--- config.mk ---
export PLATFORM = sky130hd
export DESIGN_NAME = rppc_queue
export DESIGN_NICKNAME = d
export VERILOG_FILES = /design/src/sv/rppc_pkg.sv /design/src/sv/rppc_queue.sv
export SDC_FILE = /design/constraint.sdc
export NUM_CORES = 1
export LEC_CHECK = 0
export BUFFER_PORTS_ARGS = -buffer_cell sky130_fd_sc_hd__buf_2
export CAP_MARGIN = 10
export CORE_ASPECT_RATIO = 0.6
export CORE_MARGIN = 10
export CORE_UTILIZATION = 35
export DETAILED_ROUTE_END_ITERATION = 16
export PLACE_DENSITY = 0.53
export SLEW_MARGIN = 0
export SYNTH_ARGS = -nofsm -noshare
export SYNTH_HDL_FRONTEND = slang
export SYNTH_SLANG_ARGS = --single-unit
export TNS_END_PERCENT = 20
--- constraint.sdc ---
create_clock -name clk -period 2.6 [get_ports clk]
set_input_delay 0.13 -clock clk [delete_from_list [all_inputs] [get_ports clk]]
set_output_delay 0.13 -clock clk [all_outputs]
set_load 0.03 [all_outputs]
--- src/sv/rppc_pkg.sv ---
// ----------------------------------------------------------------------------
// rppc_pkg
// shared types and constants of the relief palette pixel colorizer
// ----------------------------------------------------------------------------
package rppc_pkg;

  localparam int GreyW      = 8;
  localparam int AlphaW     = 8;
  localparam int ColorW     = 24;
  localparam int ChanW      = 8;
  localparam int ShadeW     = 4;
  localparam int AddrW      = ShadeW + 1 + GreyW;   // shade, land bit, level
  localparam int LandBit    = GreyW;                // address bit that selects land
  localparam int SumW       = 10;                   // signed emboss difference

  localparam logic [ShadeW-1:0] ShadeNeutral = 4'd8;
  localparam logic [ShadeW-1:0] ShadeMax     = 4'd15;
  localparam logic [SumW-1:0]   FlatBias     = 10'd8;
  localparam logic [SumW-1:0]   SphereBias   = 10'd16;
  localparam logic [ChanW-1:0]  AlphaFull    = 8'd255;

  localparam int DefQueueDepth = 4;

  typedef enum logic {
    OpPixel = 1'b0,
    OpLoad  = 1'b1
  } op_t;

  typedef enum logic {
    CfgReliefEnable = 1'b0,
    CfgSphereMode   = 1'b1
  } cfg_idx_t;

  typedef struct packed {
    logic relief_enable;
    logic sphere_mode;
  } cfg_t;

  // one classified item between front and back
  typedef struct packed {
    op_t                op;
    logic [AddrW-1:0]   addr;    // load address, or sea address of a pixel
    logic [ColorW-1:0]  color;
    logic [AlphaW-1:0]  alpha;
  } qentry_t;

endpackage

--- src/sv/rppc_queue.sv ---
// ----------------------------------------------------------------------------
// rppc_queue
// short fifo of classified items between front and back
// ----------------------------------------------------------------------------
module rppc_queue #(
  parameter int Depth = rppc_pkg::DefQueueDepth
) (
  input  logic              clk,
  input  logic              rst_n,
  input  logic              push,
  input  rppc_pkg::qentry_t push_entry,
  input  logic              pop,
  output logic              full,
  output logic              empty,
  output rppc_pkg::qentry_t head_entry
);
  import rppc_pkg::*;

  localparam int PtrW = (Depth > 1) ? $clog2(Depth) : 1;
  localparam int CntW = $clog2(Depth + 1);

  qentry_t          slot_r [Depth];
  logic [PtrW-1:0]  wr_ptr_r, wr_ptr_nxt;
  logic [PtrW-1:0]  rd_ptr_r, rd_ptr_nxt;
  logic [CntW-1:0]  count_r, count_nxt;
  logic             do_push, do_pop;

  assign full       = (count_r == CntW'(Depth));
  assign empty      = (count_r == '0);
  assign do_push    = push && !full;
  assign do_pop     = pop && !empty;
  assign head_entry = slot_r[rd_ptr_r];

  always_comb begin
    wr_ptr_nxt = wr_ptr_r;
    rd_ptr_nxt = rd_ptr_r;
    count_nxt  = count_r;
    if (do_push) begin
      wr_ptr_nxt = (wr_ptr_r == PtrW'(Depth - 1)) ? '0 : wr_ptr_r + 1'b1;
    end
    if (do_pop) begin
      rd_ptr_nxt = (rd_ptr_r == PtrW'(Depth - 1)) ? '0 : rd_ptr_r + 1'b1;
    end
    if (do_push && !do_pop) begin
      count_nxt = count_r + 1'b1;
    end else if (do_pop && !do_push) begin
      count_nxt = count_r - 1'b1;
    end
  end

  always_ff @(posedge clk) begin
    if (!rst_n) begin
      wr_ptr_r <= '0;
      rd_ptr_r <= '0;
      count_r  <= '0;
    end else begin
      wr_ptr_r <= wr_ptr_nxt;
      rd_ptr_r <= rd_ptr_nxt;
      count_r  <= count_nxt;
    end
  end

  always_ff @(posedge clk) begin
    if (do_push) begin
      slot_r[wr_ptr_r] <= push_entry;
    end
  end

endmodule

; ---- Yosys cells after proc, flatten, opt, wreduce, memory -nomap -nowiden
; Memory sizes are Yosys's and may differ from the RTL's. A register that Yosys moved wholly into a read port is not among the register bits.
; Cells that the tools add are included.
[totals]
out_inout_bits = 48
reg_bits = 7
ramBits = 184
n_memories = 1
elab_cells = 29
inputBits = 50
[mem_list]
columns = name, depth, word_bits, read_ports, rd_ports_with_merged_regs, write_ports, line_no
row1 = slot_r, 4, 46, 1, 1, 1, rppc_queue.sv:22  ; qentry_t slot_r [Depth];
[op_classes]
addsub = 4
n_mux = 8
n_eq_ne = 3
n_reduce_logical = 10
[op_table]
columns = op, n
row1 = $mux W2, 4
row2 = $mux W3, 2
row3 = $add A2 B1 Y2 const B, 2
row4 = $eq A2 B2 Y1 const B, 2
row5 = $logic_and A1 B1 Y1, 4
row6 = $logic_not A1 Y1, 4
row7 = $add A3 B1 Y3 const B, 1
row8 = $eq A3 B3 Y1 const B, 1
row9 = $logic_not A3 Y1, 1
row10 = $sub A3 B1 Y3 const B, 1
row11 = $mux W1, 2
row12 = $reduce_bool A2 Y1, 1

; ---- Logic depth before layout (Yosys ltp)
; Gate-level depths: netlist of the first run.
[depth]
depth_word = 7
depth_mapped = 9
depth_no_buf = 8

; ---- Least setup slack after synthesis of the first run
; Ideal clock, no wire load.
[synth_timing]
path_kind = reg-to-reg
start = register count_r[0]
end = memory slot_r[0][0] (netlist name) (enable)
path_buffers = 1
slack_ns = 0.226
stages_incl_launch_ff = 5
arrival_time_ns = 1.965
required_time_ns = 2.192
setup_ns = 0.408
period_less_slack_ns = 2.374
path_cell_list = dfxtp_1 nor3b_2 nor2b_1 buf_2 and2_1
[synth_between]
elab_chain_cells = 5
[synth_rtl]
columns = element, line_no
row1 = start: declaration, rppc_queue.sv:25  ; logic [CntW-1:0] count_r, count_nxt;
row2 = start signal: assignment, rppc_queue.sv:59  ; count_r <= count_nxt;
row3 = $eq A3 B3 Y1, rppc_queue.sv:28  ; assign full = (count_r == CntW'(Depth));
row4 = via full, rppc_queue.sv:13  ; output logic full,
row5 = $logic_not A1 Y1, rppc_queue.sv:30  ; assign do_push = push && !full;
row6 = $logic_and A1 B1 Y1, rppc_queue.sv:30
row7 = via do_push, rppc_queue.sv:26  ; logic do_push, do_pop;
row8 = $mux W1, rppc_queue.sv:64  ; if (do_push) begin
row9 = $mux W1 (implied by the code), rppc_queue.sv:65  ; slot_r[wr_ptr_r] <= push_entry;
row10 = end: declaration, rppc_queue.sv:22
; The timed path passes the listed nets, and every way through them passes these cells.

==> results of run 1 <==
==> worst min-delay path by stage <==
stage / slack [ns] / end / startpoint / cells after the start
2_1_floorplan: 0.23 / slot_r[0][0]$_DFFE_PP_ / push_entry[0] / 0
3_3_place_gp: 0.34 / slot_r[0][42]$_DFFE_PP_ / push_entry[42] / 1
3_5_place_dp: 0.35 / slot_r[3][42]$_DFFE_PP_ / push_entry[42] / 1
4_1_cts: 0.01 / count_r[2]$_SDFFE_PN0P_ / rst_n / 2
5_1_grt: 0.03 / wr_ptr_r[0]$_SDFFE_PN0P_ / rst_n / 3
6_report: 0.03 / count_r[2]$_SDFFE_PN0P_ / rst_n / 2
==> cell usage in the layout, fill, tap and decap left out, types with 2 or more instances in the layout <==
cell,synthesis,layout
nand3_1,2,2
nand2_1,6,6
mux4_1,6,6
inv_6,0,3
mux2i_1,3,3
inv_1,3,3
dlygate4sd3_1,0,46
dfxtp_1,9,7
o21ai_0,3,3
and2_2,0,4
nor2_1,2,2
clkbuf_16,0,17
ha_1,6,6
clkinvlp_4,0,2
inv_8,0,3
buf_12,4,2
buf_2,5,97
mux4_2,40,40
nor2b_1,2,2
buf_4,0,13
clkinv_4,0,5
edfxtp_1,184,184
==> flip-flops by register name (all words and copies together) (netlist names), named ones only <==
name	count
slot_r	184
count_r	3
rd_ptr_r	2
wr_ptr_r	2
==> final cells by class <==
cell class / count / area (µm²) / area share
inverters: 3 / 11.3 / 0.00124
repair buffers: 158 / 1080 / 0.119
flip-flops and latches: 193 / 5710 / 0.630
clock buffers: 17 / 425 / 0.0469
multi-input cells: 83 / 1340 / 0.148
well taps: 273 / 342 / 0.0377
clock inverters: 15 / 153 / 0.0168
==> worst reg2reg max path: stages, from the launching register on <==
cell and delay [ns]:
dfxtp_1 0.38, o31ai_1 0.32, ha_1 0.25, inv_1 0.06, fa_1 0.37, xor2_1 0.17
or3_1 0.30, a21boi_0 0.15
==> per-stage QoR <==
| stage | instance area, µm² | total power [mW] | hold WS (ns) | cells | utilization |
|---|---|---|---|---|---|
| CTS | 9070 | 9.06 | 0.0124 | 742 | 0.452 |
| floorplan | 7180 | 5.76 | 0.229 | 291 | - |
| finish | 9070 | 8.90 | 0.0348 | 742 | 0.452 |
| global placement | 8030 | 6.42 | 0.338 | 664 | 0.400 |
| global route | 9070 | 9.34 | 0.0250 | 742 | 0.452 |
| detailed placement | 8030 | 6.46 | 0.347 | 664 | 0.400 |
==> metal layers <==
metal | GRT usage | vias up
met5 | 0 | -
met4 | 0.0361 | 0
met3 | 0.0425 | 11
met2 | 0.181 | 87
met1 | 0.137 | 1779
li1 | - | 1561
==> cell families (layout without fill, tap and decap cells) <==
family,Yosys count,after routing
buffers and inverters,15,193
multiplexers,49,49
AO/OA/AOI/OAI,5,5
XOR/XNOR,2,2
adder cells (fa/ha/maj),7,7
AND/OR/NAND/NOR,20,20
flip-flops,193,193
==> power by group through the flow <==
| stage | logic [mW] | clock network (mW) | registers (mW) |
|---|---|---|---|
| 2_1_floorplan | 1.83 | 0 | 3.93 |
| 3_3_place_gp | 2.41 | 0 | 4.01 |
| 3_5_place_dp | 2.42 | 0 | 4.04 |
| 4_1_cts | 2.49 | 2.60 | 3.97 |
| 5_1_grt | 2.60 | 2.74 | 4.00 |
| 6_report | 2.42 | 2.52 | 3.96 |
==> impl_metrics.env, run 1 <==
export IMPL_outcome="finished, final reports clean"
export IMPL_io_pins=98
export IMPL_r2r_end="count_r[2]$_SDFFE_PN0P_"
export IMPL_insertion_delay_ns=0.43
export IMPL_critPathRequiredTime_ns=2.47
export IMPL_final_antenna_net_count=0
export IMPL_drt_iter0_markers=141
export IMPL_path_max_fanout=16
export IMPL_swShare=0.315
export IMPL_clk_pin_slew_worst_paths_ns=0.07
export IMPL_synth_edff_count=184
export IMPL_clock_skew_ns=0.00672
export IMPL_synth_top_family_by_area="multiplexers"
export IMPL_grt_overflow=0
export IMPL_layout_min_cycle_time_ns=2.17
export IMPL_ctsRootBufferMaster="clkbuf_16"
export IMPL_worstSetupPathType="reg -> out"
export IMPL_wl_met1_mm=6.28
export IMPL_num_rows=40
export IMPL_synth_most_common_cell="edfxtp_1"
export IMPL_rrSetupSlack_ns=0.53
export IMPL_ys_types=26
export IMPL_initial_core_util=0.358
export IMPL_die_w_um=205
export IMPL_clockBufferDepth=2
export IMPL_first_pass_iters=4
export IMPL_synthXorXnorAreaFrac=0.00244
export IMPL_final_setup_tns_ns=0
export IMPL_dp_hpwl_mm=9.01
export IMPL_slowest_delay_ns=0.55
export IMPL_syn_area_mm2=0.00718
export IMPL_wl_per_cell_um=19.2
export IMPL_diodes=0
export IMPL_vias_per_cell=4.63
export IMPL_ys_seq_elements=193
export IMPL_intPower_mw=6.09
export IMPL_die_h_um=131
export IMPL_rr_worst_depth=7
export IMPL_yosys_warnings=0
export IMPL_clock_fmax_mhz=461
export IMPL_startpoint_type="flip-flop"
export IMPL_fillers=1704
export IMPL_synthFlopType="edfxtp_1"
export IMPL_power_leakage_nw=3.10
export IMPL_r2r_start="count_r[0]$_SDFFE_PN0P_"
export IMPL_crit_cells=3
export IMPL_synth_area_leaders="edfxtp_1 (77%), mux4_2 (13%), dfxtp_1 (2.5%), mux4_1 (2.2%), buf_12 (1.1%)"
export IMPL_synth_simple_area_share=0.0150
export IMPL_pwr_share_seq=0.445
export IMPL_path_delay_family="flip-flops"
export IMPL_top_layer="met4"
export IMPL_grtUsageTotal=0.112
export IMPL_p_switching_mw=2.80
export IMPL_setup_slack_ns=0.429
export IMPL_worstPathArrival_ns=2.04
export IMPL_synthMuxAreaShare=0.152
export IMPL_drc_errors=0
export IMPL_numPortBuffers=97
export IMPL_drv_cap=0
export IMPL_drt_total_wl_mm=14.3
export IMPL_area_growth_pct=26.3
export IMPL_wl_met2_mm=6.91
export IMPL_yosysSeqAreaShare=0.795
export IMPL_nNetsFinal=513
export IMPL_synthTopCellsByCount="edfxtp_1 (184), mux4_2 (40), dfxtp_1 (9)"
export IMPL_yosysTopAreaCell="edfxtp_1"
export IMPL_vias=3438
export IMPL_cp_slowest_cell="dfxtp_4"
export IMPL_syn_inst=291
export IMPL_ctsHoldBuffers=46
export IMPL_cts_sinks=193
export IMPL_syn_num_nets=348
export IMPL_setup_viol=0
export IMPL_grt_pass1_vias=3788
export IMPL_endpoint="head_entry[1]"
export IMPL_slew_viol_final=0
export IMPL_powerDensity_mw_per_mm2=981
export IMPL_rsz0062_at_grt="false"
export IMPL_cts_resized_gates=0
export IMPL_postCtsSetupBuffers=0
export IMPL_gp_congestion=0.657
export IMPL_hold_viol=0
export IMPL_drive_gt1_frac=0.405
export IMPL_hp_class="in -> reg"
export IMPL_cts_tree="done"
export IMPL_core_area_mm2=0.0201
export IMPL_synth_area_per_cell_um2=24.7
export IMPL_period_share=0.835
export IMPL_ir_drop_mv=0.542
export IMPL_synth_top_area_frac=0.769
export IMPL_async_reset_ff_frac=0
export IMPL_pre_cts_ws_ns=0.518
export IMPL_antenna_found_initial=0
export IMPL_grt_first_pass_wirelength_mm=22.0
export IMPL_slew_headroom=0.702
export IMPL_path_buf_inv=2
export IMPL_tightestPinTransition_ns=0.446
export IMPL_grt_max_degree=29
export IMPL_die_area_mm2=0.0268
export IMPL_synthAdderAreaFrac=0.0132
export IMPL_routed_wl_met3_um=934
export IMPL_cts_max_level=4
export IMPL_pwr_share_clk=0.283
export IMPL_end_kind="output pin"
export IMPL_cts_buffers=17
export IMPL_crit_chain="buf_4 > mux4_2 > buf_2"
export IMPL_synth_compound_area_frac=0.00418
export IMPL_combPwrFrac=0.272
Note: power is estimated with default switching activity, not from simulation.
==> inputs of run 2 (changes only) <==
==> constraint.sdc (replaced) <==
create_clock -name clk -period 2.01 [get_ports clk]
set_input_delay 0.1005 -clock clk [delete_from_list [all_inputs] [get_ports clk]]
set_output_delay 0.1005 -clock clk [all_outputs]
set_load 0.03 [all_outputs]
==> impl_metrics.env, run 2 (synthesized netlist as in run 1, its figures left out) <==
export IMPL_nNetsFinal=521
export IMPL_hold_viol=0
export IMPL_cts_tree="done"
export IMPL_cts_sinks=193
export IMPL_slew_viol_final=0
export IMPL_critPathRequiredTime_ns=1.91
export IMPL_vias=3488
export IMPL_path_delay_family="multiplexers"
export IMPL_ctsRootBufferMaster="clkbuf_16"
export IMPL_cp_slowest_cell="mux4_1"
export IMPL_cts_max_level=4
export IMPL_placed_cell_area_mm2=0.00815
export IMPL_layout_min_cycle_time_ns=1.97
export IMPL_vias_per_cell=4.65
export IMPL_drive_gt1_frac=0.426
export IMPL_worstPathArrival_ns=1.86
export IMPL_reg_top3="slot_r (184), count_r (3)"
export IMPL_drt_iter0_markers=163
export IMPL_cts_buffers=17
export IMPL_pre_cts_ws_ns=-0.0847
export IMPL_crit_chain="buf_4 > mux4_1 > buf_2"
export IMPL_hp_class="in -> reg"
export IMPL_die_area_mm2=0.0268
export IMPL_wl_per_cell_um=19.3
export IMPL_diodes=0
export IMPL_antenna_found_initial=0
export IMPL_grt_first_pass_wirelength_mm=22.0
export IMPL_clockBufferDepth=2
export IMPL_final_setup_tns_ns=0
export IMPL_largest_reg_flops=184
export IMPL_crit_cells=3
export IMPL_startpoint_type="flip-flop"
export IMPL_worstSetupPathType="reg -> out"
export IMPL_num_rows=40
export IMPL_grtUsageTotal=0.111
export IMPL_grt_overflow=0
export IMPL_setup_viol=0
export IMPL_period_share=0.978
export IMPL_rr_worst_depth=8
export IMPL_core_area_mm2=0.0201
export IMPL_die_w_um=205
export IMPL_stdcell_area_mm2=0.00932
export IMPL_area_growth_pct=29.7
export IMPL_final_common_cell="edfxtp_1"
export IMPL_setup_slack_ns=0.0448
export IMPL_slew_headroom=0.788
export IMPL_die_h_um=131
export IMPL_powerDensity_mw_per_mm2=1280
export IMPL_initial_core_util=0.358
export IMPL_insertion_delay_ns=0.43
export IMPL_regMostFlops="slot_r"
export IMPL_path_buf_inv=2
export IMPL_drt_total_wl_mm=14.5
export IMPL_hold_depth=4
export IMPL_grt_pass1_vias=3846
export IMPL_power_leakage_nw=3.18
export IMPL_dp_hpwl_mm=8.97
export IMPL_drv_cap=0
export IMPL_drc_errors=0
export IMPL_end_kind="output pin"
export IMPL_outcome="finished, final reports clean"
export IMPL_clock_skew_ns=0.00671
export IMPL_path_max_fanout=7
export IMPL_slowest_delay_ns=0.60
export IMPL_numPortBuffers=97
export IMPL_rsz0062_at_grt="true"
export IMPL_clock_fmax_mhz=509
export IMPL_final_cell_mix="edfxtp_1 (184), buf_2 (97), dlygate4sd3_1 (47), mux4_2 (40), clkbuf_16 (17)"
export IMPL_clk_pin_slew_worst_paths_ns=0.07
export IMPL_final_antenna_net_count=0
export IMPL_fillers=1676
export IMPL_ir_drop_mv=0.869
export IMPL_first_pass_iters=4
export IMPL_grt_max_degree=27
export IMPL_gp_congestion=0.700
export IMPL_io_pins=98
export IMPL_tightestPinTransition_ns=0.318
[run 2: cell count changes in the layout (fill, tap and decap cells not counted), sizes merged]
cell / change
inv: -3
clkinvlp: +3
dlygate4sd3: +1
buf: +7
bufinv: +2
clkinv: -2
[run 2: timing repair]
item	CTS	global route
endpoints found under the hold margin	185	0
setup endpoints to repair	30	16
hold buffers	47	0
pin swaps	0	1
buffers inserted	3	1
resized for setup	4	8
gates cloned	1	0
[run 2: final cells by class]
cell class,instances,area (µm²),share of cell area
Sequential cell,193,5720,0.614
Multi-Input combinational cell,83,1370,0.147
Timing Repair Buffer,166,1270,0.136
Clock buffer,17,425,0.0457
Tap cell,273,342,0.0367
Clock inverter,15,185,0.0199
Inverter,3,11.3,0.00121
[run 2: routing by layer]
metal	wire length, µm	track usage	vias to the layer above	share of wire
met5	0	0	-	0
met1	5880	0.124	1806	0.41
met3	1040	0.0423	13	0.072
li1	-	-	1584	-
met2	7400	0.194	85	0.51
met4	141	0.0387	0	0.0098
[run 2: where the power goes]
| part | total (mW) | internal, mW | switching (mW) |
|---|---|---|---|
| Clock | 3.44 | 1.97 | 1.46 |
| Combinational | 3.40 | 1.43 | 1.97 |
| Sequential | 5.09 | 4.90 | 0.188 |
| Total | 11.9 | 8.30 | 3.62 |
[run 2: path summary, 6_finish.rpt]
kind | start | to | slack, ns
worst max register to register | count_r[2]$_SDFFE_PN0P_ | count_r[2]$_SDFFE_PN0P_ | 0.09
worst min-delay path | pop | flip-flop | 0.13
worst max-delay path | flip-flop | head_entry[38] | 0.04
worst min register to register | wr_ptr_r[1]$_SDFFE_PN0P_ | wr_ptr_r[1]$_SDFFE_PN0P_ | 0.52
[run 2: per-stage QoR]
stage / utilization / hold WS (ns) / std cells / power (mW)
CTS: 0.463 / 0.100 / 749 / 12.1
global route: 0.464 / 0.115 / 750 / 12.5
detailed placement: 0.406 / 0.315 / 666 / 8.47
global placement: 0.406 / 0.309 / 666 / 8.41
finish: 0.464 / 0.127 / 750 / 11.9
floorplan: - / 0.199 / 291 / 7.44
[run 2: worst reg2reg max path, delay by kind of cell (launching register included)]
| family | cells | cell delay (ns) |
|---|---|---|
| simple gates | 3 | 0.60 |
| xor+xnor | 1 | 0.17 |
| flops | 1 | 0.36 |
| compound gates | 1 | 0.14 |
| fa+ha+maj | 2 | 0.52 |
| buf+inv | 1 | 0.05 |
==> inputs of run 3 (changes only) <==
--- a/config.mk
+++ b/config.mk
@@ -11,7 +11,7 @@
 export CORE_MARGIN = 10
 export CORE_UTILIZATION = 35
 export DETAILED_ROUTE_END_ITERATION = 16
-export PLACE_DENSITY = 0.53
+export PLACE_DENSITY_LB_ADDON = 0.15
 export SLEW_MARGIN = 0
 export SYNTH_ARGS = -nofsm -noshare
 export SYNTH_HDL_FRONTEND = slang
==> impl_metrics.env, run 3 (synthesized netlist as in run 1, its figures left out) <==
export IMPL_final_antenna_net_count=0
export IMPL_initial_core_util=0.358
export IMPL_ir_drop_mv=0.686
export IMPL_antenna_found_initial=0
export IMPL_rsz0062_at_grt="true"
export IMPL_cts_tree="done"
export IMPL_drc_errors=0
export IMPL_pre_cts_ws_ns=-0.0609
export IMPL_grt_first_pass_wirelength_mm=22.2
export IMPL_dp_cells=665
export IMPL_cts_sinks=193
export IMPL_diodes=0
export IMPL_total_power_mw=12.2
export IMPL_first_pass_iters=4
export IMPL_area_growth_pct=32.3
export IMPL_insertion_delay_ns=0.43
export IMPL_largest_reg_flops=184
export IMPL_power_leakage_nw=3.27
export IMPL_die_area_mm2=0.0268
export IMPL_stdcell_area_mm2=0.00950
export IMPL_final_common_cell="edfxtp_1"
export IMPL_nNetsFinal=531
export IMPL_final_cell_mix="edfxtp_1 (184), buf_2 (92), dlygate4sd3_1 (47), mux4_2 (41), clkbuf_16 (20)"
export IMPL_drt_total_wl_mm=14.8
export IMPL_hp_class="in -> reg"
export IMPL_grt_overflow=0
export IMPL_grtUsageTotal=0.113
export IMPL_cts_max_level=4
export IMPL_placed_cell_area_mm2=0.00814
export IMPL_tightestPinTransition_ns=0.418
export IMPL_drt_iter0_markers=128
export IMPL_slew_headroom=0.721
export IMPL_period_share=0.984
export IMPL_powerDensity_mw_per_mm2=1280
export IMPL_drv_cap=0
export IMPL_clock_fmax_mhz=505
export IMPL_wl_per_cell_um=19.6
export IMPL_hold_viol=0
export IMPL_die_w_um=205
export IMPL_startpoint_type="flip-flop"
export IMPL_die_h_um=131
export IMPL_end_kind="output pin"
export IMPL_drive_gt1_frac=0.427
export IMPL_critPathRequiredTime_ns=1.91
export IMPL_clk_pin_slew_worst_paths_ns=0.06
export IMPL_path_max_fanout=10
export IMPL_ctsRootBufferMaster="clkbuf_16"
export IMPL_rr_worst_depth=9
export IMPL_clock_skew_ns=0.00487
export IMPL_vias_per_cell=4.59
export IMPL_numPortBuffers=97
export IMPL_gp_congestion=0.675
export IMPL_vias=3463
export IMPL_fillers=1694
export IMPL_num_rows=40
export IMPL_grt_pass1_vias=3856
export IMPL_dp_hpwl_mm=8.56
export IMPL_clockBufferDepth=2
export IMPL_core_area_mm2=0.0201
export IMPL_outcome="finished, final reports clean"
export IMPL_setup_slack_ns=0.0314
export IMPL_setup_viol=0
export IMPL_layout_min_cycle_time_ns=1.98
export IMPL_io_pins=98
export IMPL_worstSetupPathType="reg -> out"
export IMPL_grt_max_degree=27
export IMPL_cts_buffers=17
export IMPL_slew_viol_final=0
export IMPL_reg_top3="slot_r (184), count_r (3)"
export IMPL_layoutNonFillerInstCount=755
export IMPL_worstPathArrival_ns=1.88
export IMPL_regMostFlops="slot_r"
export IMPL_hold_depth=4
export IMPL_post_route_util=0.473
run 3: cell count changes in the layout (fill, tap and decap cells not counted), moves of 4 or more:
cell / previous run / this run
and2_2: 4 / 0
buf_12: 10 / 14
buf_6: 1 / 6
and2_4: 0 / 4
buf_2: 97 / 92
run 3: final timing paths:
kind                                 start                  endpoint  slack (ns)
setup / recovery                 flip-flop            head_entry[22]        0.03
setup reg to reg   count_r[2]$_SDFFE_PN0P_   slot_r[0][29]$_DFFE_PP_        0.09
hold / removal                         pop                 flip-flop        0.11
hold reg to reg   wr_ptr_r[1]$_SDFFE_PN0P_  wr_ptr_r[1]$_SDFFE_PN0P_        0.50
run 3: through the flow:
| stage | hold WS (ns) | setup TNS, ns |
|---|---|---|
| final | 0.113 | 0 |
| after CTS | 0.0882 | -0.0188 |
| after global routing | 0.118 | -0.396 |
| after global placement | 0.311 | 0 |
| after detailed placement | 0.320 | -0.0609 |
| after floorplan | 0.199 | -50.31 |
run 3: cell type report:
class / count / area [µm²] / share of cell area
Timing Repair Buffer: 176 / 1480 / 0.156
Tap cell: 273 / 342 / 0.0360
Inverter: 3 / 11.3 / 0.00119
Sequential cell: 193 / 5720 / 0.602
Clock buffer: 20 / 437 / 0.0460
Clock inverter: 7 / 139 / 0.0146
Multi-Input combinational cell: 83 / 1370 / 0.144
run 3: repair_timing:
action,4_1_cts,5_1_grt
setup endpoints to repair,39,165
pin swaps,1,1
hold buffers,47,0
gates cloned,1,3
hold endpoints to repair,185,0
resized for setup,7,21
setup buffers,12,0
run 3: critical path, cell delays in order, from the launching register on:
cell	delay, ns
dfxtp_4	0.42
bufbuf_16	0.32
mux4_2	0.49
buf_2	0.20
run 3: power breakdown:
group          internal, mW  total (mW)  leakage (nW)  switching [mW]
sequential             4.90        5.06          1.76           0.153
clock                  2.04        3.37         0.271            1.33
combinational          1.68        3.77          1.23            2.09
run 3: routing by layer:
metal  wire, µm  global-route usage  vias to the layer above
met5          0                   0                        -
met4        245              0.0542                        0
met3        697              0.0352                       18
met2       6970               0.180                       68
met1       6910               0.140                     1785
li1           -                   -                     1592
