[config.mk]
export PLATFORM = sky130hd
export DESIGN_NAME = rppc_front
export DESIGN_NICKNAME = d
export VERILOG_FILES = /design/src/sv/rppc_pkg.sv /design/src/sv/rppc_front.sv
export SDC_FILE = /design/constraint.sdc
export NUM_CORES = 1
export LEC_CHECK = 0
export BUFFER_PORTS_ARGS = -buffer_cell sky130_fd_sc_hd__buf_2
export CAP_MARGIN = 30
export CORE_UTILIZATION = 42
export CTS_CLUSTER_DIAMETER = 200
export DETAILED_ROUTE_END_ITERATION = 8
export MAX_ROUTING_LAYER = met4
export PLACE_DENSITY = 0.77
export SYNTH_ARGS = -nofsm -noshare
export SYNTH_HDL_FRONTEND = slang
export SYNTH_SLANG_ARGS = --single-unit
[constraint.sdc]
create_clock -name clk -period 4.64 [get_ports clk]
set_input_delay 0.928 -clock clk [delete_from_list [all_inputs] [get_ports clk]]
set_output_delay 0.928 -clock clk [all_outputs]
set_load 0.01 [all_outputs]
[src/sv/rppc_pkg.sv]
// ----------------------------------------------------------------------------
// rppc_pkg
// shared types and constants of the relief palette pixel colorizer
// ----------------------------------------------------------------------------
package rppc_pkg;

  localparam int GreyW      = 8;
  localparam int AlphaW     = 8;
  localparam int ColorW     = 24;
  localparam int ChanW      = 8;
  localparam int ShadeW     = 4;
  localparam int AddrW      = ShadeW + 1 + GreyW;   // shade, land bit, level
  localparam int LandBit    = GreyW;                // address bit that selects land
  localparam int SumW       = 10;                   // signed emboss difference

  localparam logic [ShadeW-1:0] ShadeNeutral = 4'd8;
  localparam logic [ShadeW-1:0] ShadeMax     = 4'd15;
  localparam logic [SumW-1:0]   FlatBias     = 10'd8;
  localparam logic [SumW-1:0]   SphereBias   = 10'd16;
  localparam logic [ChanW-1:0]  AlphaFull    = 8'd255;

  localparam int DefQueueDepth = 4;

  typedef enum logic {
    OpPixel = 1'b0,
    OpLoad  = 1'b1
  } op_t;

  typedef enum logic {
    CfgReliefEnable = 1'b0,
    CfgSphereMode   = 1'b1
  } cfg_idx_t;

  typedef struct packed {
    logic relief_enable;
    logic sphere_mode;
  } cfg_t;

  // one classified item between front and back
  typedef struct packed {
    op_t                op;
    logic [AddrW-1:0]   addr;    // load address, or sea address of a pixel
    logic [ColorW-1:0]  color;
    logic [AlphaW-1:0]  alpha;
  } qentry_t;

endpackage

[src/sv/rppc_front.sv]
// ----------------------------------------------------------------------------
// rppc_front
// accepts items, runs the grey delay line and forms palette addresses
// ----------------------------------------------------------------------------
module rppc_front (
  input  logic                       clk,
  input  logic                       rst_n,
  input  rppc_pkg::cfg_t             cfg,
  input  logic                       in_valid,
  input  logic                       in_mode,
  input  logic [rppc_pkg::GreyW-1:0]  in_grey,
  input  logic [rppc_pkg::AlphaW-1:0] in_coast_alpha,
  input  logic                       in_row_start,
  input  logic [rppc_pkg::AddrW-1:0]  in_entry_index,
  input  logic [rppc_pkg::ColorW-1:0] in_entry_color,
  input  logic                       q_full,
  output logic                       in_stall,
  output logic                       push,
  output rppc_pkg::qentry_t          push_entry
);
  import rppc_pkg::*;

  logic [GreyW-1:0]  hist_r [3];
  logic [GreyW-1:0]  hist_nxt [3];
  logic [GreyW-1:0]  head;
  logic              row_clear;
  logic              pixel_acc;
  logic [SumW-1:0]   flat_diff;
  logic [SumW-1:0]   sphere_diff;
  logic [SumW-1:0]   diff;
  logic [ShadeW-1:0] shade;
  op_t               op;

  assign op        = op_t'(in_mode);
  assign in_stall  = q_full;
  assign push      = in_valid && !q_full;
  assign pixel_acc = push && (op == OpPixel) && cfg.relief_enable;

  // flat maps start every row with an empty delay line
  assign row_clear = !cfg.sphere_mode && in_row_start;
  assign head      = row_clear ? '0 : hist_r[0];

  assign flat_diff   = {2'b00, head} + FlatBias - {2'b00, in_grey};
  assign sphere_diff = {2'b00, head} + SphereBias - {2'b00, in_grey};

  always_comb begin
    diff = cfg.sphere_mode ? {1'b0, sphere_diff[SumW-1:1]} : flat_diff;
    if (cfg.sphere_mode && sphere_diff[SumW-1]) begin
      diff = '0;
    end
    if (!cfg.relief_enable) begin
      shade = ShadeNeutral;
    end else if (diff[SumW-1]) begin
      shade = '0;
    end else if (diff > {{(SumW-ShadeW){1'b0}}, ShadeMax}) begin
      shade = ShadeMax;
    end else begin
      shade = diff[ShadeW-1:0];
    end
  end

  always_comb begin
    hist_nxt[0] = row_clear ? '0 : hist_r[1];
    hist_nxt[1] = row_clear ? '0 : hist_r[2];
    hist_nxt[2] = in_grey;
  end

  always_ff @(posedge clk) begin
    if (!rst_n) begin
      hist_r[0] <= '0;
      hist_r[1] <= '0;
      hist_r[2] <= '0;
    end else if (pixel_acc) begin
      hist_r[0] <= hist_nxt[0];
      hist_r[1] <= hist_nxt[1];
      hist_r[2] <= hist_nxt[2];
    end
  end

  always_comb begin
    push_entry.op    = op;
    push_entry.color = in_entry_color;
    push_entry.alpha = in_coast_alpha;
    if (op == OpLoad) begin
      push_entry.addr = in_entry_index;
    end else begin
      push_entry.addr = {shade, 1'b0, in_grey};
    end
  end

endmodule

# ---- Word-level counts from Yosys, hierarchy flattened
# Memory sizes are Yosys's and may differ from the RTL's.
# Index checks and enable logic that the tools add are counted.
# W data, S select, Z words.
dict set report totals {
  regBits 0
  word_cells 33
  out_inout_bits 48
  n_memories 1
  ram_bits 24
}
# name words width read_ports rd_ports_with_merged_regs wr line
set mem_list {}
lappend mem_list {hist_r 3 8 3 0 3 rppc_front.sv:23} ;# logic [GreyW-1:0] hist_r [3];
dict set report op_classes {
  reduce_logical 7
  mux 16
  addsub 4
  bitwise 4
  n_lt_le_gt_ge 1
}
# cell count
set op_table {}
lappend op_table {{$mux W8} 6}
lappend op_table {{$mux W10} 2}
lappend op_table {{$sub A9 B8 Y10} 2}
lappend op_table {{$mux W13} 1}
lappend op_table {{$mux W4} 3}
lappend op_table {{$gt A10 B4 Y1 const B} 1}
lappend op_table {{$add A8 B4 Y9 const B} 1}
lappend op_table {{$add A8 B5 Y9 const B} 1}
lappend op_table {{$logic_and A1 B1 Y1} 5}
lappend op_table {{$mux W1} 4}
lappend op_table {{$or A1 B1 Y1} 3}
lappend op_table {{$logic_not A1 Y1} 2}
lappend op_table {{$not A1 Y1} 1}

# ---- Longest topological paths before layout
# Gate-level depths: netlist of the first run.
dict set report depth {
  ltp_word 12
  mapped_depth 15
}

# ---- Worst setup path before layout of the first run
# OpenSTA, ideal clock, no wires.
dict set report synth_timing {
  path_type {input to output}
  startpoint {input cfg[0] in the netlist's numbering}
  endpoint {output push_entry[41] in the netlist's numbering}
  arrival_time_ns 3.868
  path_slack_ns -0.156
  path_stages 13
  cell_sequence {nand2b_4 > buf_2 > clkbuf_1 > and2_1 > ha_1 > ha_1 > fa_1 > a32oi_1 > o21ai_1 > a21o_1 > or4b_4 > a311oi_4 > a22oi_1}
}
# element line
set synth_rtl {}
lappend synth_rtl {{from (decl)} rppc_front.sv:8} ;# input rppc_pkg::cfg_t cfg,
lappend synth_rtl {{to (decl)} rppc_front.sv:19} ;# output rppc_pkg::qentry_t push_entry

==> results, run 1 <==
- The worst register-to-register path begins at hist_r[0][21]$_SDFFCE_PN0P_.
- Across the whole layout, storage elements account for 721 µm².
- In this run the critical register-to-register path is captured at hist_r[0][13]$_SDFFCE_PP0P_.
- The actual transition at the worst max-transition pin is around 0.64 ns.
- The total of fill cells in the finished design is about 460.
- Combinational logic burns a little over two fifths of the power.
- The number of inserted diodes is 0.
- The unique cell type count in the Yosys netlist is 40.
- The total overflow left after global routing is 0.
- The routed design has 5020 µm of wire.
- After synthesis the cells add up to about 0.0022 mm².
- The depth of the worst hold-timing path is 1.
- The library cells used most frequently in the layout, excluding fill and tap cells, are 43 x buf_2, 37 x buf_4, 24 x edfxtp_1.
- In this run, synthesis inferred 24 flip-flops with an integrated enable.
- The leakage power of the design is 1.33 nW.
- The count of input and output buffers is 44.
- The total vias in the final route is between 1500 and 2000.
- Compared with the post-synthesis result, the final layout area differs by 26.6%.
- The die covers between 0.005 and 0.006 mm².
- Before CTS, the worst setup slack after placement is -0.183 ns.
- By area the synthesized netlist is led by edfxtp_1 33%, buf_4 12%, ha_1 10%, and3_1 5.4%, and2_1 4.2%.
- The length of the first detailed-routing pass in iterations is 4.
- For the worst setup path, the data arrival time is between 3 and 4 ns.
- The async set-or-reset flop fraction in the synthesized netlist is 0%.
- Headroom to the max-slew limit came out at between 50% and 60%.
- The internal power of the cells totals 0.450 mW.
- The number of nets still failing antenna checks after routing is 0.
- Setup repair after global routing could not meet its margin everywhere.
- The tool flagged a number of max-cap violations equal to 0.
- The cell accounting for the most synthesized area is edfxtp_1.
- The final core utilization is 54.9%.
- For hold timing, the worst endpoint is hist_r[0][1]$_SDFFCE_PP0P_.
- Setup violations remaining at the end of the flow were counted as 4.
- The predominant post-synthesis flop cell is edfxtp_1.
- The post-synthesis net count is about 320.
- The number of antenna violations at the first check in global routing came to 0.
- The detailed-route DRC error count is 0.
- Leaving out fill and tap cells, the most frequent cell in the layout is buf_2.
- After synthesis, the mean cell area works out to between 9 and 10 µm².
- The pin count of the biggest net entering global routing is 25.
- Synthesis produced 238 cells.
- Among all stages on the critical path, the largest delay is contributed by o41a_1.
- The flip-flop count of the largest register after layout is 24.
- The number of core rows is 26.
- The final layout contains 366 nets.
- The clock passes through at most 2 buffers.
- Routability-driven placement finished with a final weighted congestion of slightly below 0.9.
- Of the cells placed in the final design, the portion with a size suffix greater than 1 is a little over two fifths.
- The total number of H-tree levels is 1.
- The first-pass GRT wire length is 8070 µm.
- Measured along the x axis, the die boundary spans 74.6 µm.
- The largest register by flop count is hist_r.
- The average via count per standard cell is roughly 5.2.
- The startpoint type of the worst setup path is a primary input.
- The multi-input combinational cells in the finished layout cover a total of ~0.0013 mm².
- Static timing analysis puts the maximum clock frequency at around 0.21 GHz.
- The maximum fanout count along the critical path is 8.
- The y dimension of the die is between 70 and 80 µm.
- The total of warnings raised by yosys is 0.
- The worst setup slack for register-to-register paths is 3.86 ns.
- The checks that failed: setup timing.
- The largest single stage delay on the critical path is ~0.44 ns.
- around 110 I/O pins were placed.
- The global-route usage over all layers is ~19%.
- The critical path contains buffers and inverters numbering 4 combined.
- The via count of the first global-routing pass is about 1800.
- At the worst endpoint, the required time is roughly 3.7 ns.
- The fraction of power spent switching nets is 31.4%.
- The share of synthesized area occupied by flip-flops and latches is between 30% and 40%.
- After floorplanning, the core was sized to cover about 0.0051 mm².
- The area share of the largest cell type after synthesis is about a third.
- Across the routed clock network, the largest skew measured is ~0.0027 ns.
- The post-detailed-placement cell area is about 0.0025 mm².
- The number of hold buffers added after CTS is 0.
- The finished cells cover between 0.002 and 0.003 mm².
- For the finished layout, the period the worst path requires is between 4 and 5 ns.
- The element type at the critical path end is a primary output.
- The number of pins exceeding their max-slew limit in the final report came to 0.
- The largest registers in the layout are hist_r x24.
- The worst-case IR drop observed on VDD is 0.000182 V.
- The later pin in the worst-skew pair is clocked with a latency of around 0.26 ns.
- The clock net sink count is 24.
- The tree is rooted in a clkbuf_8.
- Once the floorplan was initialized, standard cells occupied about 43% of the core.
- The flow ran to the end, but the final reports show violations.
- TritonCTS built the clock tree.
- The critical path goes through buf_6, nand2b_4, and2_4, ha_4, ha_4, fa_2, buf_6, a32oi_4, o21bai_1, xor2_1, o41a_1, a311oi_4, buf_4, a221oi_2, buf_2.
- After routing, the total negative slack on setup checks comes to -0.139 ns.
- The half-perimeter wire length after detailed placement is 3680 µm.
- Synthesis inferred 24 register bits.
- The net switching power is around 0.21 mW.
- The hold violation total from the final report came to 0.
- Grouping stages by cell kind, the critical path spends the most delay in compound AO/OA/AOI/OAI gates.
- By startpoint and endpoint, the worst setup path is classified as in2out.
- The CTS clock-pin slew for the worst setup and hold paths is roughly 0.080 ns.
- The fraction of power consumed by sequential logic is around two fifths.
- The number of cells on the worst reg-to-reg path is 1.
- The routed wirelength normalized by instance count is between 10 and 15 µm.
- The share of total power dissipated in the clock network is about a fifth.
- The ratio of final minimum period to clock period is 101%.
- The first routing iteration left 73 violations.
- The slack of the critical path is -0.0553 ns.
- The power per unit of standard cell area is approximately 230 mW/mm².
- In this run the most critical hold path is launched from hist_r[0][9]$_SDFFCE_PP0P_.
- The tightest min-delay check is of the reg2reg type.
- In this run, CTS created clock tree buffers numbering 3.
==> area by class of cell <==
type	instances	share of cell area, %
Inverter	20	2.68
Sequential cell	24	25.7
Tap cell	70	3.12
Multi-Input combinational cell	151	46.7
Timing Repair Buffer	85	20.2
Clock buffer	3	1.47
Clock inverter	1	0.134
==> cell usage after synthesis, drive strengths merged, types with 7 or more instances <==
cell and n:
buf 36, edfxtp 24, nand2 21, inv 20
and3 19, ha 18, and2 15, o21ai 15
a21oi 9, clkbuf 7, xnor2 7
==> metrics by stage <==
stage	instances	hold slack [ns]	total power [mW]
after floorplan	238	0.520	0.425
final	354	0.545	0.656
after global placement	341	0.522	0.486
after global routing	354	0.560	0.692
after detailed placement	341	0.526	0.492
after CTS	349	0.546	0.631
==> routing by layer <==
metal,share of wire (%),global-route usage [%],vias up,wire [µm]
met3,4.4,2.54,10,223
met1,45,24.8,867,2280
met2,48,31.8,59,2430
li1,-,-,899,-
met5,0,-,-,0
met4,1.7,6.92,0,86
==> power by group through the flow <==
stage | combinational, mW | clock (mW) | sequential [mW]
5_1_grt | 0.309 | 0.131 | 0.252
2_1_floorplan | 0.169 | 0 | 0.255
6_report | 0.282 | 0.123 | 0.251
3_5_place_dp | 0.235 | 0 | 0.256
3_3_place_gp | 0.230 | 0 | 0.256
4_1_cts | 0.256 | 0.123 | 0.252
==> cells by family after synthesis <==
| kind of cell | synth area share [%] |
|---|---|
| muxes | 0.960 |
| buffers and inverters | 16.5 |
| adders and majority gates | 12.0 |
| AOI/OAI and AO/OA | 15.9 |
| xor gates and xnor gates | 4.35 |
| DFF | 32.5 |
| and+or+nand+nor | 17.7 |
==> repair_timing <==
action | 4_1_cts | 5_1_grt
pin swaps | 11 | 15
setup endpoints to repair | 4 | 4
buffers inserted | 4 | 4
gates resized for setup | 17 | 12
==> how the worst max path moves through the flow <==
stage / slack, ns / end / depth (start not counted) / from
floorplan: 0.003 / push_entry[44] / 13 / cfg[0]
global placement: -0.14 / push_entry[44] / 15 / cfg[0]
detailed placement: -0.18 / push_entry[44] / 15 / cfg[0]
CTS: -0.08 / push_entry[44] / 14 / cfg[0]
global route: -0.15 / push_entry[44] / 15 / cfg[0]
finish: -0.06 / push_entry[44] / 15 / cfg[0]
(Power assumes the default switching activity.)
==> inputs of run 2 (changes only) <==
--- a/config.mk
+++ b/config.mk
@@ -5,9 +5,12 @@
 export SDC_FILE = /design/constraint.sdc
 export NUM_CORES = 1
 export LEC_CHECK = 0
+export ABC_AREA = 0
 export BUFFER_PORTS_ARGS = -buffer_cell sky130_fd_sc_hd__buf_2
 export CAP_MARGIN = 30
+export CORE_MARGIN = 1
 export CORE_UTILIZATION = 42
+export CTS_BUF_LIST = sky130_fd_sc_hd__clkbuf_16
 export CTS_CLUSTER_DIAMETER = 200
 export DETAILED_ROUTE_END_ITERATION = 8
 export MAX_ROUTING_LAYER = met4
==> run 2 against run 1 <==
  * The run still ends with setup timing left
  * Combinational power decreased by 2%
  * Die area did not move
  * Clock power up 51%
  * Core utilization increased by 0.24 points
  * Largest cell class unchanged
==> results, run 2 (same netlist as run 1, synthesis figures left out) <==
- Result of the run: complete, but fails checks (unchanged).
- Violations in the final reports: setup timing (unchanged).
- The layout overhead on the synthesized area is 27.2% (was 26.6%).
- The startpoint type of the worst setup path is a primary input (unchanged).
- The clock network latency to the later pin of the worst-skew pair is 0.26 ns (about the same).
- The floorplan core area is 0.00511 mm² (unchanged).
- The global-route usage over all layers is 19.9% (was 19.5%).
- Most frequent cells in the layout: 43 x buf_2, 37 x buf_4, 24 x edfxtp_1 (unchanged).
- The number of cells in the design after placement is 341 (unchanged).
- The cell area after layout is 0.00282 mm² (was 0.00280 mm²).
- The number of nets still failing antenna checks after routing is 0 (unchanged).
- The number of endpoints failing setup at the final stage is 2 (was 4).
- The library cell used as clock root buffer was clkbuf_16 (was clkbuf_8).
- The post-detailed-placement cell area is 0.00250 mm² (unchanged).
- The worst voltage drop across the vdd grid was 0.000292 V (was 0.000182 V).
- The initial cell density of the core is 43.4% (unchanged).
- The number of pins exceeding their max-slew limit in the final report is 0 (unchanged).
- The first-pass GRT wire length is 8110 µm (was 8070 µm).
- The number of inserted diodes was 0 (unchanged).
- The category of the most critical setup path was in2out (unchanged).
- The number of violations reported at the end of detailed-routing iteration 0 is 47 (was 73).
- The average via count per standard cell is 5.12 (was 5.18).
- The final period demand of the worst path is 4.66 ns (was 4.70 ns).
- The depth of the worst hold-timing path came to 1 (unchanged).
- The clock net sink count is 24 (unchanged).
- The final estimated routing congestion in global placement was 0.895 (unchanged).
- The CTS clock-pin slew for the worst setup and hold paths came to 0.06 ns (was 0.08 ns).
- The total power after layout is 0.714 mW (was 0.656 mW).
- The largest register by flop count is hist_r (unchanged).
- The number of core rows is 26 (unchanged).
- The actual transition at the worst max-transition pin came to 0.608 ns (was 0.641 ns).
- The detailed-route DRC error count is 0 (unchanged).
- The data arrival time at the worst-slack endpoint is 3.73 ns (was 3.77 ns).
- The maximum fanout count along the critical path is 8 (unchanged).
- The sequential cell area is 721 µm² (unchanged).
- The classification of the worst-slack hold path is reg2reg (unchanged).
- The max-capacitance violation count is 0 (unchanged).
- The number of cells on the worst reg-to-reg path is 1 (unchanged).
- The power per unit of standard cell area is 253 mW/mm² (was 234 mW/mm²).
- The final core utilization is 55.1% (was 54.9%).
- The final layout net count is 366 (unchanged).
- Unrepaired setup endpoints after global routing: true (unchanged).
- The share of final-layout standard cells stronger than drive strength 1 was 41.9% (was 42.6%).
- The worst slew margin relative to its limit is 59.5% (was 57.3%).
- The pin count of the biggest net entering global routing is 25 (unchanged).
- The overall die width is 74.6 µm (unchanged).
- The ratio of final minimum period to clock period came to 100% (was 101%).
- The residual overflow from global routing is 0 (unchanged).
- The total of fill cells in the finished design came to 461 (was 462).
- The final-layout setup total negative slack came to -0.0212 ns (was -0.139 ns).
- The y dimension of the die is 74.6 µm (unchanged).
- The total number of H-tree levels came to 1 (unchanged).
- The half-perimeter wire length after detailed placement came to 3680 µm (unchanged).
- The commonest non-fill, non-tap cell in the layout is buf_2 (unchanged).
- The leakage power of the design is 1.34 nW (was 1.33 nW).
- The final worst clock skew is 0.00173 ns (was 0.00272 ns).
- The via count of the first global-routing pass was 1797 (was 1792).
- The length of the first detailed-routing pass in iterations is 4 (unchanged).
- The maximum achievable frequency is 0.215 GHz (was 0.213 GHz).
- The number of I/O pins is 109 (unchanged).
- The slack of the critical path is -0.0167 ns (was -0.0553 ns).
- The hold violation total from the final report came to 0 (unchanged).
- The total detailed-routing wirelength came to 4960 µm (was 5020 µm).
- The element type at the critical path end is a primary output (unchanged).
- The routed wirelength normalized by instance count is 14.0 µm (was 14.2 µm).
- The flip-flop count of the largest register after layout came to 24 (unchanged).
- The number of hold buffers added after CTS came to 0 (unchanged).
- The buffer depth of the longest clock path is 2 (unchanged).
- The clock tree from TritonCTS is done (unchanged).
- The final standard cell count with taps included and fillers excluded is 354 (unchanged).
- The die area came to 0.00557 mm² (unchanged).
- The count of input and output buffers was 44 (unchanged).
- The footprint of the multi-input gates is 0.00129 mm² (was 0.00131 mm²).
- The number of buffers inserted during clock tree synthesis was 3 (unchanged).
- The number of antenna violations at the first check in global routing is 0 (unchanged).
- Largest registers in the final layout: hist_r x24 (unchanged).
- The critical path data required time is 3.71 ns (about the same).
- The worst setup slack for register-to-register paths was 3.88 ns (was 3.86 ns).
- The total vias in the final route is 1811 (was 1835).
==> run 2: final timing paths <==
path / startpoint / end
max: cfg[0] / push_entry[44]
max reg2reg: hist_r[0][12]$_SDFFCE_PP0P_ / hist_r[0][4]$_SDFFCE_PP0P_
min reg2reg: hist_r[0][9]$_SDFFCE_PP0P_ / hist_r[0][1]$_SDFFCE_PP0P_
min: hist_r[0][9]$_SDFFCE_PP0P_ / hist_r[0][1]$_SDFFCE_PP0P_
==> run 2: area by class of cell <==
cell class | instances | share of cell area, %
Clock buffer | 3 | 2.67
Clock inverter | 1 | 0.133
Inverter | 20 | 2.67
Multi-Input combinational cell | 151 | 45.8
Sequential cell | 24 | 25.6
Tap cell | 70 | 3.11
Timing Repair Buffer | 85 | 20.1
==> run 2: critical path, cell delays in order <==
cell and delay (ns):
buf_6 0.09, nand2b_4 0.18, and2_4 0.16, ha_4 0.21, ha_4 0.16, fa_2 0.35, buf_6 0.13, a32oi_2 0.18
o21bai_1 0.11, xor2_1 0.15, o41a_1 0.44, a311oi_4 0.24, buf_4 0.17, a221oi_2 0.05, buf_2 0.16
==> run 2: power breakdown <==
group | internal (mW) | total [mW] | switching [mW]
Clock | 0.115 | 0.186 | 0.0704
Sequential | 0.249 | 0.252 | 0.00244
Combinational | 0.140 | 0.276 | 0.136
==> run 2: repair_timing <==
| action | in CTS | in global routing |
|---|---|---|
| endpoints found under the hold margin | 0 | 0 |
| gates resized for setup | 17 | 9 |
| setup buffers | 5 | 3 |
| setup endpoints to repair | 4 | 4 |
| pin swaps | 12 | 13 |
==> run 2: metal layers <==
layer	vias up	part of all wire [%]	GRT usage (%)
li1	906	-	-
met1	828	44	24.8
met2	62	47	31.7
met3	15	6.0	3.35
met4	0	2.8	8.60
met5	-	0	-
==> run 2: through the flow <==
stage                     hold slack [ns]  worst slack, ns
after global placement              0.522           -0.137
after detailed placement            0.526           -0.183
final                               0.540          -0.0167
after global routing                0.554           -0.136
after floorplan                     0.520          0.00344
after CTS                           0.541          -0.0829
==> inputs of run 3 (changes only) <==
--- a/config.mk
+++ b/config.mk
@@ -9,12 +9,12 @@
 export BUFFER_PORTS_ARGS = -buffer_cell sky130_fd_sc_hd__buf_2
 export CAP_MARGIN = 30
 export CORE_MARGIN = 1
-export CORE_UTILIZATION = 42
+export CORE_UTILIZATION = 36
 export CTS_BUF_LIST = sky130_fd_sc_hd__clkbuf_16
 export CTS_CLUSTER_DIAMETER = 200
 export DETAILED_ROUTE_END_ITERATION = 8
 export MAX_ROUTING_LAYER = met4
-export PLACE_DENSITY = 0.77
+export PLACE_DENSITY = 0.68
 export SYNTH_ARGS = -nofsm -noshare
 export SYNTH_HDL_FRONTEND = slang
 export SYNTH_SLANG_ARGS = --single-unit
==> run 3 against run 2 <==
  * The flow still finishes with violations (setup timing)
  * Sequential cell count unchanged
  * Register-to-register slack lost 0.02 ns
  * Via count is 0.39% higher
  * Sequential power hardly changed
  * Global-route usage fell by 3.2 points
  * Clock skew increased by 0.0017 ns
  * Critical endpoint is now push_entry[42]
  * Largest cell class unchanged
==> results, run 3 (same netlist as run 1, synthesis figures left out) <==
- Result of the run: complete, but fails checks (unchanged).
- Violations in the final reports: setup timing (unchanged).
- The total detailed-routing wirelength is 4980 µm (was 4960 µm).
- The total number of H-tree levels is 1 (unchanged).
- The number of cells on the worst reg-to-reg path is 1 (unchanged).
- The largest incremental delay on the critical path is 0.38 ns (was 0.44 ns).
- The number of pins exceeding their max-slew limit in the final report is 0 (unchanged).
- The clock tree from TritonCTS is done (unchanged).
- Unrepaired setup endpoints after global routing: true (unchanged).
- The pin count of the biggest net entering global routing is 25 (unchanged).
- The buffer depth of the longest clock path was 2 (unchanged).
- The routed wirelength normalized by instance count was 14.2 µm (was 14.0 µm).
- The global-route usage over all layers was 16.7% (was 19.9%).
- The number of endpoints failing setup at the final stage is 4 (was 2).
- The depth of the worst hold-timing path is 1 (unchanged).
- The worst setup slack for register-to-register paths is 3.86 ns (was 3.88 ns).
- The most numerous cell type found on the critical path is buf_6.
- The average via count per standard cell is 5.16 (was 5.12).
- The number of core rows is 28 (was 26).
- The commonest non-fill, non-tap cell in the layout is buf_2 (unchanged).
- The startpoint of the tightest hold check path is hist_r[0][15]$_SDFFCE_PP0P_ (was hist_r[0][9]$_SDFFCE_PP0P_).
- The half-perimeter wire length after detailed placement is 3770 µm (was 3680 µm).
- The element type at the critical path end is a primary output (unchanged).
- The number of I/O pins was 109 (unchanged).
- The final period demand of the worst path is 4.72 ns (was 4.66 ns).
- The category of the most critical setup path is in2out (unchanged).
- The total vias in the final route is 1818 (was 1811).
- The number of cells in the design after placement is 341 (unchanged).
- The CTS clock-pin slew for the worst setup and hold paths came to 0.06 ns (about the same).
- The residual overflow from global routing is 0 (unchanged).
- The number of antenna violations at the first check in global routing is 0 (unchanged).
- The clock net sink count is 24 (unchanged).
- The clock network latency to the later pin of the worst-skew pair is 0.26 ns (about the same).
- The endpoint of the worst hold path is hist_r[0][7]$_SDFFCE_PP0P_ (was hist_r[0][1]$_SDFFCE_PP0P_).
- The final-layout setup total negative slack was -0.319 ns (was -0.0212 ns).
- Most frequent cells in the layout: 43 x buf_2, 30 x buf_4, 24 x edfxtp_1 (was 43 x buf_2, 37 x buf_4, 24 x edfxtp_1).
- The number of violations reported at the end of detailed-routing iteration 0 was 151 (was 47).
- The classification of the worst-slack hold path is reg2reg (unchanged).
- The number of nets still failing antenna checks after routing was 0 (unchanged).
- The count of input and output buffers came to 44 (unchanged).
- Largest registers in the final layout: hist_r x24 (unchanged).
- The worst voltage drop across the vdd grid is 0.000197 V (was 0.000292 V).
- The power per unit of standard cell area is 274 mW/mm² (was 253 mW/mm²).
- The leakage power of the design is 1.32 nW (was 1.34 nW).
- The slack of the critical path was -0.0813 ns (was -0.0167 ns).
- The terminus of the critical flop-to-flop path is hist_r[0][14]$_SDFFCE_PP0P_ (was hist_r[0][4]$_SDFFCE_PP0P_).
- The layout overhead on the synthesized area is 27.7% (was 27.2%).
- The ratio of final minimum period to clock period is 102% (was 100%).
- The worst slew margin relative to its limit is 58.6% (was 59.5%).
- The maximum fanout count along the critical path is 7 (was 8).
- The data arrival time at the worst-slack endpoint is 3.79 ns (was 3.73 ns).
- The total of fill cells in the finished design was 534 (was 461).
- The maximum achievable frequency is 0.212 GHz (was 0.215 GHz).
- The final core utilization is 47.8% (was 55.1%).
- The final layout net count came to 359 (was 366).
- The max-capacitance violation count came to 0 (unchanged).
- The library cell used as clock root buffer is clkbuf_16 (unchanged).
- The final estimated routing congestion in global placement came to 0.883 (was 0.895).
- The hold violation total from the final report came to 0 (unchanged).
- The critical path data required time came to 3.71 ns (about the same).
- The floorplan core area is 0.00592 mm² (was 0.00511 mm²).
- The final standard cell count with taps included and fillers excluded is 352 (was 354).
- The first-pass GRT wire length came to 7990 µm (was 8110 µm).
- CP cell instances: buf_6, nand2b_4, and2_4, ha_4, ha_4, fa_2, buf_6, buf_6, nor3b_4, a21oi_2, o31ai_2, a31oi_4, a311oi_4, buf_4, a22oi_2, buf_2 (was buf_6, nand2b_4, and2_4, ha_4, ha_4, fa_2, buf_6, a32oi_2, o21bai_1, xor2_1, o41a_1, a311oi_4, buf_4, a221oi_2, buf_2).
- The via count of the first global-routing pass is 1713 (was 1797).
- The die area is 0.00647 mm² (was 0.00557 mm²).
- The share of final-layout standard cells stronger than drive strength 1 was 40.8% (was 41.9%).
- The y dimension of the die is 80.4 µm (was 74.6 µm).
- The total power after layout is 0.775 mW (was 0.714 mW).
- The final worst clock skew is 0.00343 ns (was 0.00173 ns).
- The startpoint type of the worst setup path is a primary input (unchanged).
- The largest register by flop count was hist_r (unchanged).
- The cell with the biggest individual delay on the critical path was fa_2 (was o41a_1).
- The initial cell density of the core is 37.4% (was 43.4%).
- The detailed-route DRC error count is 0 (unchanged).
- The reg-to-reg startpoint was hist_r[0][22]$_SDFFCE_PN0P_ (was hist_r[0][12]$_SDFFCE_PP0P_).
- The overall die width is 80.4 µm (was 74.6 µm).
- The number of inserted diodes is 0 (unchanged).
- The number of hold buffers added after CTS is 0 (unchanged).
- The actual transition at the worst max-transition pin is 0.622 ns (was 0.608 ns).
- The length of the first detailed-routing pass in iterations is 4 (unchanged).
- The flip-flop count of the largest register after layout is 24 (unchanged).
- The number of buffers inserted during clock tree synthesis is 3 (unchanged).
-- run 3: critical path, delay by kind of cell --
family / cells / cell delay (ns)
AOI/OAI and AO/OA: 5 / 0.89
buffers and inverters: 5 / 0.67
and+or+nand+nor: 3 / 0.52
adders and majority gates: 3 / 0.77
-- run 3: how the worst max path moves through the flow --
stage | slack [ns] | end | depth (start not counted) | from
2_1_floorplan | 0.003 | push_entry[44] | 13 | cfg[0]
3_3_place_gp | -0.16 | push_entry[42] | 14 | cfg[0]
3_5_place_dp | -0.19 | push_entry[42] | 14 | cfg[0]
4_1_cts | -0.08 | push_entry[42] | 14 | cfg[0]
5_1_grt | -0.24 | push_entry[42] | 16 | cfg[0]
6_report | -0.08 | push_entry[42] | 16 | cfg[0]
-- run 3: stage by stage --
step	area (µm²)	setup WS (ns)	hold slack, ns
floorplan	2260	0.00344	0.520
global placement	2470	-0.163	0.525
detailed placement	2470	-0.194	0.530
CTS	2700	-0.0787	0.545
global route	2830	-0.236	0.569
finish	2830	-0.0813	0.544
-- run 3: final cells by class --
type / count / area, µm² / share of cell area, %
Inverter: 20 / 75.1 / 2.65
Clock inverter: 1 / 30.0 / 1.06
Multi-Input combinational cell: 151 / 1320 / 46.7
Timing Repair Buffer: 78 / 513 / 18.1
Tap cell: 75 / 93.8 / 3.32
Clock buffer: 3 / 75.1 / 2.65
Sequential cell: 24 / 721 / 25.5
-- run 3: where the power goes --
part,leakage [nW],switching [mW],internal (mW),total (mW)
registers,0.245,0.00245,0.249,0.252
clock network,0.0511,0.0758,0.172,0.247
logic,1.03,0.140,0.136,0.276
-- run 3: repair_timing --
item / in CTS / in global routing
gates cloned: 0 / 0
pin swaps: 16 / 17
endpoints found under the hold margin: 0 / 0
gates resized for setup: 14 / 16
setup buffers: 5 / 2
setup endpoints to repair: 4 / 4
-- run 3: metal layers --
layer | global-route usage (%) | vias to the layer above | share of wire [%]
li1 | - | 900 | -
met1 | 20.7 | 841 | 43
met4 | 9.29 | 0 | 4.4
met3 | 1.59 | 16 | 5.3
met2 | 26.6 | 61 | 48
met5 | - | - | 0
